## config.mk

```make
export PLATFORM = sky130hd
export DESIGN_NAME = hbridge_speed_ramp_flat
export DESIGN_NICKNAME = d
export VERILOG_FILES = /design/src/hw/rtl/hsr_pkg.sv /design/src/hw/rtl/hsr_cmd_if.sv /design/src/hw/rtl/hsr_res_if.sv /design/src/hw/rtl/hsr_step.sv /design/src/hw/rtl/hbridge_speed_ramp.sv /design/src/flat_wrapper.sv
export SDC_FILE = /design/constraint.sdc
export NUM_CORES = 1
export LEC_CHECK = 0
export ABC_AREA = 1
export BUFFER_PORTS_ARGS = -buffer_cell sky130_fd_sc_hd__buf_2
export CORE_AREA = 2 2 162 148
export CTS_BUF_LIST = sky130_fd_sc_hd__clkbuf_2
export DETAILED_ROUTE_END_ITERATION = 10
export DIE_AREA = 0 0 164 150
export PLACE_DENSITY = 0.69
export RECOVER_POWER = 100
export SLEW_MARGIN = 20
export SYNTH_ARGS = -nofsm -noshare
export SYNTH_HDL_FRONTEND = slang
export SYNTH_SLANG_ARGS = --single-unit
```

## constraint.sdc

```tcl
create_clock -name clk -period 3.5 [get_ports clk]
set_input_delay 0.175 -clock clk [delete_from_list [all_inputs] [get_ports clk]]
set_output_delay 0.175 -clock clk [all_outputs]
set_load 0.01 [all_outputs]
```

## src/hw/rtl/hsr_pkg.sv

```systemverilog
// Shared types, constants and helper functions for the H-bridge speed ramp.
// No dependencies; imported by every other file of the block.
package hsr_pkg;

    localparam int SPEED_W    = 8;
    localparam int INTERVAL_W = 16;

    localparam int STEP_SIZE    = 4;
    localparam int STOP_DIVISOR = 5;

    // Divide-by-constant via reciprocal multiply; exact over the full
    // 16-bit interval range for any divisor up to 16.
    localparam int STOP_SHIFT  = 20;
    localparam int STOP_RECIP  = ((1 << STOP_SHIFT) + STOP_DIVISOR - 1) / STOP_DIVISOR;
    localparam int RECIP_W     = STOP_SHIFT + 1;
    localparam int PRODUCT_W   = INTERVAL_W + RECIP_W;

    localparam logic [INTERVAL_W-1:0] RAMP_INTERVAL_RESET = INTERVAL_W'(5);
    localparam logic [INTERVAL_W-1:0] FAST_PERIOD_RESET   =
        INTERVAL_W'(5 / STOP_DIVISOR);

    localparam logic [SPEED_W-1:0] STEP_AMOUNT = SPEED_W'(STEP_SIZE);

    typedef enum logic [1:0] {
        OP_SET_TARGET  = 2'd0,
        OP_TICK        = 2'd1,
        OP_SMOOTH_STOP = 2'd2,
        OP_HARD_STOP   = 2'd3
    } hsr_op_t;

    typedef struct packed {
        hsr_op_t              op;
        logic                 target_direction;
        logic [SPEED_W-1:0]   target_speed;
    } hsr_cmd_t;

    typedef struct packed {
        logic [SPEED_W-1:0]   forward_duty;
        logic [SPEED_W-1:0]   backward_duty;
        logic                 current_direction;
        logic                 settled;
    } hsr_result_t;

    typedef struct packed {
        logic [SPEED_W-1:0]    present_speed;
        logic                  present_direction;
        logic [SPEED_W-1:0]    goal_speed;
        logic                  goal_direction;
        logic [INTERVAL_W-1:0] interval_counter;
        logic                  fast_stop_mode;
    } hsr_state_t;

    // One step toward the goal, clamped so it never overshoots.
    function automatic logic [SPEED_W-1:0] move_toward(
        input logic [SPEED_W-1:0] from,
        input logic [SPEED_W-1:0] to
    );
        logic [SPEED_W-1:0] result;
        result = from;
        if (from < to)
        begin
            result = ((to - from) > STEP_AMOUNT) ? from + STEP_AMOUNT : to;
        end
        else if (from > to)
        begin
            result = ((from - to) > STEP_AMOUNT) ? from - STEP_AMOUNT : to;
        end
        return result;
    endfunction

    // Interval divided by STOP_DIVISOR.
    function automatic logic [INTERVAL_W-1:0] stop_period(
        input logic [INTERVAL_W-1:0] interval
    );
        logic [PRODUCT_W-1:0] product;
        product = PRODUCT_W'(interval) * PRODUCT_W'(STOP_RECIP);
        return product[STOP_SHIFT +: INTERVAL_W];
    endfunction

endpackage

```

## src/hw/rtl/hsr_cmd_if.sv

```systemverilog
// Command channel: valid/ready handshake carrying one ramp command.
// Depends on hsr_pkg for field types.
interface hsr_cmd_if;
    logic                         valid;
    logic                         ready;
    hsr_pkg::hsr_op_t             op;
    logic                         target_direction;
    logic [hsr_pkg::SPEED_W-1:0]  target_speed;

    modport source (output valid, output op, output target_direction,
                    output target_speed, input ready);
    modport sink   (input valid, input op, input target_direction,
                    input target_speed, output ready);
endinterface

```

## src/hw/rtl/hsr_res_if.sv

```systemverilog
// Result channel: valid/ready handshake carrying bridge duties and status.
// Depends on hsr_pkg for field widths.
interface hsr_res_if;
    logic                         valid;
    logic                         ready;
    logic [hsr_pkg::SPEED_W-1:0]  forward_duty;
    logic [hsr_pkg::SPEED_W-1:0]  backward_duty;
    logic                         current_direction;
    logic                         settled;

    modport source (output valid, output forward_duty, output backward_duty,
                    output current_direction, output settled, input ready);
    modport sink   (input valid, input forward_duty, input backward_duty,
                    input current_direction, input settled, output ready);
endinterface

```

## src/hw/rtl/hsr_step.sv

```systemverilog
// Next-state and result logic for one command of the speed ramp.
// Depends on hsr_pkg.
module hsr_step (
    input  hsr_pkg::hsr_cmd_t                  cmd,
    input  hsr_pkg::hsr_state_t                state,
    input  logic [hsr_pkg::INTERVAL_W-1:0]     ramp_interval,
    input  logic [hsr_pkg::INTERVAL_W-1:0]     fast_period,
    output hsr_pkg::hsr_state_t                state_next,
    output hsr_pkg::hsr_result_t               result
);
    import hsr_pkg::*;

    logic [INTERVAL_W:0]   count_inc;
    logic [INTERVAL_W-1:0] period;
    hsr_state_t            stepped;

    assign count_inc = {1'b0, state.interval_counter} + (INTERVAL_W+1)'(1);
    assign period    = state.fast_stop_mode ? fast_period : ramp_interval;

    // One ramp step; reversal ramps down first, then flips and climbs.
    always_comb
    begin
        stepped = state;
        stepped.interval_counter = '0;
        if (state.present_direction != state.goal_direction &&
            state.present_speed != '0)
        begin
            stepped.present_speed = move_toward(state.present_speed, '0);
        end
        else
        begin
            stepped.present_direction = state.goal_direction;
            stepped.present_speed = move_toward(state.present_speed, state.goal_speed);
        end
    end

    always_comb
    begin
        state_next = state;
        case (cmd.op)
            OP_SET_TARGET:
            begin
                state_next.goal_speed       = cmd.target_speed;
                state_next.goal_direction   = cmd.target_direction;
                state_next.fast_stop_mode   = 1'b0;
                state_next.interval_counter = '0;
            end
            OP_TICK:
            begin
                if (count_inc >= {1'b0, period})
                begin
                    state_next = stepped;
                end
                else
                begin
                    state_next.interval_counter = count_inc[INTERVAL_W-1:0];
                end
            end
            OP_SMOOTH_STOP:
            begin
                state_next.goal_speed       = '0;
                state_next.goal_direction   = state.present_direction;
                state_next.fast_stop_mode   = 1'b1;
                state_next.interval_counter = '0;
            end
            OP_HARD_STOP:
            begin
                state_next.present_speed    = '0;
                state_next.goal_speed       = '0;
                state_next.goal_direction   = state.present_direction;
                state_next.fast_stop_mode   = 1'b0;
                state_next.interval_counter = '0;
            end
            default:
            begin
                state_next = state;
            end
        endcase
    end

    always_comb
    begin
        result.forward_duty      = state_next.present_direction ? state_next.present_speed : '0;
        result.backward_duty     = state_next.present_direction ? '0 : state_next.present_speed;
        result.current_direction = state_next.present_direction;
        result.settled           = (state_next.present_speed == state_next.goal_speed) &&
                                   (state_next.present_direction == state_next.goal_direction);
    end

endmodule

```

## src/hw/rtl/hbridge_speed_ramp.sv

```systemverilog
// Top level of the H-bridge speed ramp generator.
// Depends on hsr_pkg, hsr_cmd_if, hsr_res_if and hsr_step.
//
// Ramps an H-bridge PWM duty toward a commanded speed and direction. Every
// command transaction (set target, time tick, smooth stop, hard stop)
// produces exactly one result transaction holding the forward and backward
// duties, the driven direction and a settled flag, all taken after the
// update. Throughput is one command per clock while res.ready stays high;
// an accepted command is held in the command register, then its result
// is held in the result register. The ramp state lives in a
// single register set that the command register feeds through one pass of
// add/compare/clamp logic, so consecutive commands never wait on each
// other. A full result register stalls the command side only when the
// downstream holds ready low. ramp_interval (reset 5) is written through
// cfg_wr_en/cfg_wr_data while the block is idle, a rule for the user that
// the block does not enforce. The smooth-stop period (interval / 5) is
// computed at write time by a reciprocal multiply, kept in its own register.
module hbridge_speed_ramp (
    input  logic                           clk,
    input  logic                           rst_n,
    input  logic                           cfg_wr_en,
    input  logic [hsr_pkg::INTERVAL_W-1:0] cfg_wr_data,
    hsr_cmd_if.sink                        cmd,
    hsr_res_if.source                      res
);
    import hsr_pkg::*;

    // configuration
    logic [INTERVAL_W-1:0] ramp_interval_reg;
    logic [INTERVAL_W-1:0] fast_period_reg;

    // command stage
    logic                  s1_valid_reg;
    logic                  s1_valid_next;
    hsr_cmd_t              s1_cmd_reg;
    hsr_cmd_t              cmd_in;

    // ramp state
    hsr_state_t            state_reg;
    hsr_state_t            state_next;

    // result stage
    logic                  out_valid_reg;
    logic                  out_valid_next;
    hsr_result_t           out_data_reg;
    hsr_result_t           step_result;

    logic                  cmd_take;
    logic                  advance;

    // The command stage moves on when the result slot is free or draining.
    assign advance   = s1_valid_reg && (!out_valid_reg || res.ready);
    assign cmd.ready = !s1_valid_reg || advance;
    assign cmd_take  = cmd.valid && cmd.ready;

    assign cmd_in.op               = cmd.op;
    assign cmd_in.target_direction = cmd.target_direction;
    assign cmd_in.target_speed     = cmd.target_speed;

    always_comb
    begin
        s1_valid_next = cmd_take ? 1'b1 : (advance ? 1'b0 : s1_valid_reg);
        if (advance)
        begin
            out_valid_next = 1'b1;
        end
        else if (res.ready)
        begin
            out_valid_next = 1'b0;
        end
        else
        begin
            out_valid_next = out_valid_reg;
        end
    end

    hsr_step u_step (
        .cmd           (s1_cmd_reg),
        .state         (state_reg),
        .ramp_interval (ramp_interval_reg),
        .fast_period   (fast_period_reg),
        .state_next    (state_next),
        .result        (step_result)
    );

    // Configuration; smooth-stop period derived at write time.
    always_ff @(posedge clk or negedge rst_n)
    begin
        if (!rst_n)
        begin
            ramp_interval_reg <= RAMP_INTERVAL_RESET;
            fast_period_reg   <= FAST_PERIOD_RESET;
        end
        else if (cfg_wr_en)
        begin
            ramp_interval_reg <= cfg_wr_data;
            fast_period_reg   <= stop_period(cfg_wr_data);
        end
    end

    // Control and ramp state.
    always_ff @(posedge clk or negedge rst_n)
    begin
        if (!rst_n)
        begin
            s1_valid_reg  <= 1'b0;
            out_valid_reg <= 1'b0;
            state_reg.present_speed     <= '0;
            state_reg.present_direction <= 1'b1;
            state_reg.goal_speed        <= '0;
            state_reg.goal_direction    <= 1'b1;
            state_reg.interval_counter  <= '0;
            state_reg.fast_stop_mode    <= 1'b0;
        end
        else
        begin
            s1_valid_reg  <= s1_valid_next;
            out_valid_reg <= out_valid_next;
            if (advance)
            begin
                state_reg <= state_next;
            end
        end
    end

    // Payload registers.
    always_ff @(posedge clk)
    begin
        if (cmd_take)
        begin
            s1_cmd_reg <= cmd_in;
        end
        if (advance)
        begin
            out_data_reg <= step_result;
        end
    end

    assign res.valid             = out_valid_reg;
    assign res.forward_duty      = out_data_reg.forward_duty;
    assign res.backward_duty     = out_data_reg.backward_duty;
    assign res.current_direction = out_data_reg.current_direction;
    assign res.settled           = out_data_reg.settled;

endmodule

```

## src/flat_wrapper.sv

```systemverilog
// flat-port wrapper written by rule: the top's interface ports become plain ports
module hbridge_speed_ramp_flat import hsr_pkg::*;
  (clk, rst_n, cfg_wr_en, cfg_wr_data, cmd_valid, cmd_op, cmd_target_direction, cmd_target_speed, cmd_ready, res_valid, res_forward_duty, res_backward_duty, res_current_direction, res_settled, res_ready);
  hsr_cmd_if cmd_i ();
  hsr_res_if res_i ();
  input  logic clk;
  input  logic rst_n;
  input  logic cfg_wr_en;
  input  logic [hsr_pkg::INTERVAL_W-1:0] cfg_wr_data;
  input wire logic [$bits(cmd_i.valid)-1:0] cmd_valid;
  input wire logic [$bits(cmd_i.op)-1:0] cmd_op;
  input wire logic [$bits(cmd_i.target_direction)-1:0] cmd_target_direction;
  input wire logic [$bits(cmd_i.target_speed)-1:0] cmd_target_speed;
  output wire logic [$bits(cmd_i.ready)-1:0] cmd_ready;
  output wire logic [$bits(res_i.valid)-1:0] res_valid;
  output wire logic [$bits(res_i.forward_duty)-1:0] res_forward_duty;
  output wire logic [$bits(res_i.backward_duty)-1:0] res_backward_duty;
  output wire logic [$bits(res_i.current_direction)-1:0] res_current_direction;
  output wire logic [$bits(res_i.settled)-1:0] res_settled;
  input wire logic [$bits(res_i.ready)-1:0] res_ready;
  assign cmd_i.valid = cmd_valid;
  assign cmd_i.op = cmd_op;
  assign cmd_i.target_direction = cmd_target_direction;
  assign cmd_i.target_speed = cmd_target_speed;
  assign cmd_ready = cmd_i.ready;
  assign res_valid = res_i.valid;
  assign res_forward_duty = res_i.forward_duty;
  assign res_backward_duty = res_i.backward_duty;
  assign res_current_direction = res_i.current_direction;
  assign res_settled = res_i.settled;
  assign res_i.ready = res_ready;
  hbridge_speed_ramp u_core (.clk(clk), .rst_n(rst_n), .cfg_wr_en(cfg_wr_en), .cfg_wr_data(cfg_wr_data), .cmd(cmd_i), .res(res_i));
endmodule
```

==> qor.txt <==
Starting Density: 0.492
Syn. warnings: 0
P_sw: 0.00706 W
Die boundary height: 150 µm
Synth Cell Area: 11300 µm²
Total routed wirelength: 33100 µm
Worst Max-Slew Pin Slew: 0.820 ns
Min Tclk post-route: 4.15 ns
EDFF count, synth: 29
Worst path most repeated cell: fa_1
Sw Ratio: 0.493
Count of different cell masters after synthesis: 46
Clock Sinks: 96
Status: complete, but fails checks
CTS H-Tree Depth: 3
Kind of critical path: input port to flip-flop
Slew Limit Fails: 0
Final Hold Fails: 0
Root Buffer: clkbuf_2
Lkg Pwr: 7.78 nW
Final #Nets: 1983
Fraction of layout cells with a size suffix above 1: 0.311
Max FFs per register: 35
CTS tree: yes
Post-Syn Instances: 1443
Max incr delay on CP: 0.53 ns
First-pass GRT wire length: 50700 µm
Failing checks: negative setup slack
Clock Skew: 0.0643 ns
Gate power share: 0.859
Max frequency: 241 MHz
Clock-pin slew on the worst setup and hold paths: 0.29 ns
Final setup fails: 24
RSZ-0062 raised after global routing: yes
Setup_tns: -7.90 ns
CP max FO: 4
DRT Pass-1 Iters: 7
P_int: 0.00726 W
Final period util: 1.19
Sequential fraction of the synthesis area: 0.226
Critical path startpoint category: input port
Worst skew pair latency: 0.69 ns
Sequential share of power: 0.103
Largest net degree at the start of global routing: 57
Routed WL per cell: 16.5 µm
Prevailing post-synth register cell: dfrtp_1
Max_cap viols: 0
Worst hold path class: input port to flip-flop
Initial antenna violation count: 1
Crit. End Element: flip-flop
DRC viols: 0
Clock share of power: 0.038
Post-synth ARST share: 0.698
Post-DP HPWL: 25100 µm
Clock Tree Buf Depth: 2
Number of global-route vias before repair: 10142
Required time of the critical path: 4.05 ns
Core area: 23000 µm²
CP max-delay cell: fa_1
GPL Wtd Cong: 0.931
Die width: 164 µm
Total die area: 24600 µm²
Hold WS: 0.0143 ns
PD cells: 947 nW/µm²
Sum of buffers and inverters on the critical path: 5
Cells along the critical path: buf_8, ha_4, inv_2, fa_1, inv_1, fa_1, fa_1, fa_1, inv_1, fa_1, inv_2, ha_4, a21oi_2, o21ai_4, a21oi_2, nand3_2, nand2_1, o211ai_1, a31oi_1, xor2_1, o21ai_1
CP top delay family: adder cells
Placement Rows: 53
Setup ws final: -0.652 ns
I/O pin count: 52
Layout fillers: 1773
Arr. time, crit path: 4.70 ns
P&R area growth vs syn: 33.6%
Overflow after GRT: 0
Syn_nets: 1721
Iter 0 DRT Violations: 930
FF+latch count, synth: 96
Syn Area/Cell: 7.84 µm²
All-layer global routing usage: 0.263
Rel. slew slack: 0.452
Num CTS Buffers: 9
VDD IR-drop max: 0.000865 V
Vias: 10633
I/O Buffers: 51
Remaining antenna violation count after routing: 0
Via density: 5.28
==> tightest hold or removal path: cells and delay by family <==
| kind | cells | cell delay [ns] |
|---|---|---|
| buffers and inverters | 1 | 0.32 |
| and+or+nand+nor | 2 | 0.19 |
==> metrics by stage <==
step | cell area (µm²) | total power, W | cells | util | setup WS (ns)
finish | 15100 | 0.0143 | 2013 | 0.657 | -0.652
global route | 15100 | 0.0155 | 2013 | 0.657 | -0.828
CTS | 14400 | 0.0132 | 1993 | 0.625 | -0.574
global placement | 13400 | 0.0113 | 1932 | 0.582 | -1.35
floorplan | 11700 | 0.00812 | 1443 | - | -0.950
detailed placement | 13400 | 0.0115 | 1932 | 0.582 | -1.46
==> cell usage in the layout (no fill, tap or decap), types with 32 or more instances in the layout <==
cell     count
dfrtp_1     62
buf_2       39
nor2_1      51
nand2_2     45
buf_4      159
ha_1       131
inv_1      284
nand2_1    246
o21ai_0     46
inv_2       34
o21ai_1     33
fa_1        78
buf_6       33
nand3_1     58
ha_4        32
a21oi_1     34
==> kinds of logic (layout without fill, tap and decap cells) <==
kind of cell | after synthesis | after routing | share of synthesized area
buffers and inverters | 350 | 616 | 0.118
other | 0 | 1 | 0
xor gates and xnor gates | 29 | 29 | 0.0224
AOI/OAI and AO/OA | 200 | 200 | 0.0981
DFF | 96 | 96 | 0.226
and+or+nand+nor | 522 | 523 | 0.211
adders and majority gates | 246 | 246 | 0.325
==> power groups by stage <==
| stage | registers, W | logic, W | clock network, W |
|---|---|---|---|
| 3_3_place_gp | 0.00148 | 0.00986 | 0 |
| 3_5_place_dp | 0.00149 | 0.0100 | 0 |
| 5_1_grt | 0.00150 | 0.0135 | 0.000589 |
| 6_report | 0.00147 | 0.0123 | 0.000540 |
| 2_1_floorplan | 0.00148 | 0.00664 | 0 |
| 4_1_cts | 0.00147 | 0.0112 | 0.000544 |
==> synthesized netlist by cell type (4+ instances only) <==
master    instances  area (µm²)
nor2_2            8        50.1
nand2_1         285        1070
buf_2             4        20.0
nand2_4           4        45.0
o22ai_1          14        87.6
xor2_1           22         193
nand4_1          13        81.3
clkbuf_1         15        56.3
xnor2_1           7        61.3
dfstp_2           5         131
nor4_1            5        31.3
o21a_1            4        30.0
nand3b_1          7        52.6
o21ai_1           5        25.0
a31oi_1           8        50.1
o21bai_1          4        30.0
ha_1            166        2080
o21ai_0          90         450
a21o_1            6        45.0
nand3_2           8        80.1
inv_1           320        1200
or2_2             9        56.3
nand3_1          75         375
nand2_2          20         125
edfxtp_1         29         871
dfrtp_1          62        1550
nor2_4            6        67.6
nor2_1           65         244
fa_1             80        1600
inv_2             4        15.0
nor3_1           14        70.1
a21oi_1          55         275
==> final timing paths <==
check                                                         from  cells past startpoint  slack (ns)                                      end
max                                                 cfg_wr_data[3]                     21       -0.65   u_core.fast_period_reg[11]$_DFFE_PN0P_
min                                                      cfg_wr_en                      3        0.01  u_core.ramp_interval_reg[6]$_DFFE_PN0P_
max reg2reg                        u_core.state_reg[1]$_DFFE_PN0P_                     30       -0.21             u_core.res.settled$_DFFE_PP_
min reg2reg                u_core.ramp_interval_reg[2]$_DFFE_PN1P_                      2        0.49  u_core.ramp_interval_reg[2]$_DFFE_PN1P_
max in group asynchronous                                    rst_n                      4        1.84         u_core.state_reg[21]$_DFFE_PN0P_
min in group asynchronous                                    rst_n                      3        0.63         u_core.state_reg[17]$_DFFE_PN1P_
==> area by class of cell <==
cell class / instances / area, µm² / share of cell area
flip-flops and latches: 96 / 2550 / 0.169
repair buffers: 271 / 2210 / 0.146
inverters: 328 / 1260 / 0.0831
clock buffers: 9 / 45.0 / 0.00298
repair inverters: 1 / 7.51 / 0.000497
multi-input cells: 998 / 8600 / 0.569
well taps: 302 / 378 / 0.0250
clock inverters: 7 / 62.6 / 0.00414
diodes: 1 / 2.50 / 0.000166
==> per-layer routing <==
metal / track usage / part of all wire / vias to the layer above
li1: - / - / 5117
met4: 0.0557 / 0.019 / 0
met5: 0 / 0 / -
met1: 0.384 / 0.46 / 5077
met3: 0.0513 / 0.072 / 58
met2: 0.405 / 0.45 / 381
==> timing repair <==
item,CTS,global route
resized for setup,115,177
setup buffers,15,19
endpoints found under the setup margin,48,57
hold buffers,30,0
cloned,1,2
hold endpoints to repair,89,0
pin swaps,61,49
Power figures use the tool's default switching activity.
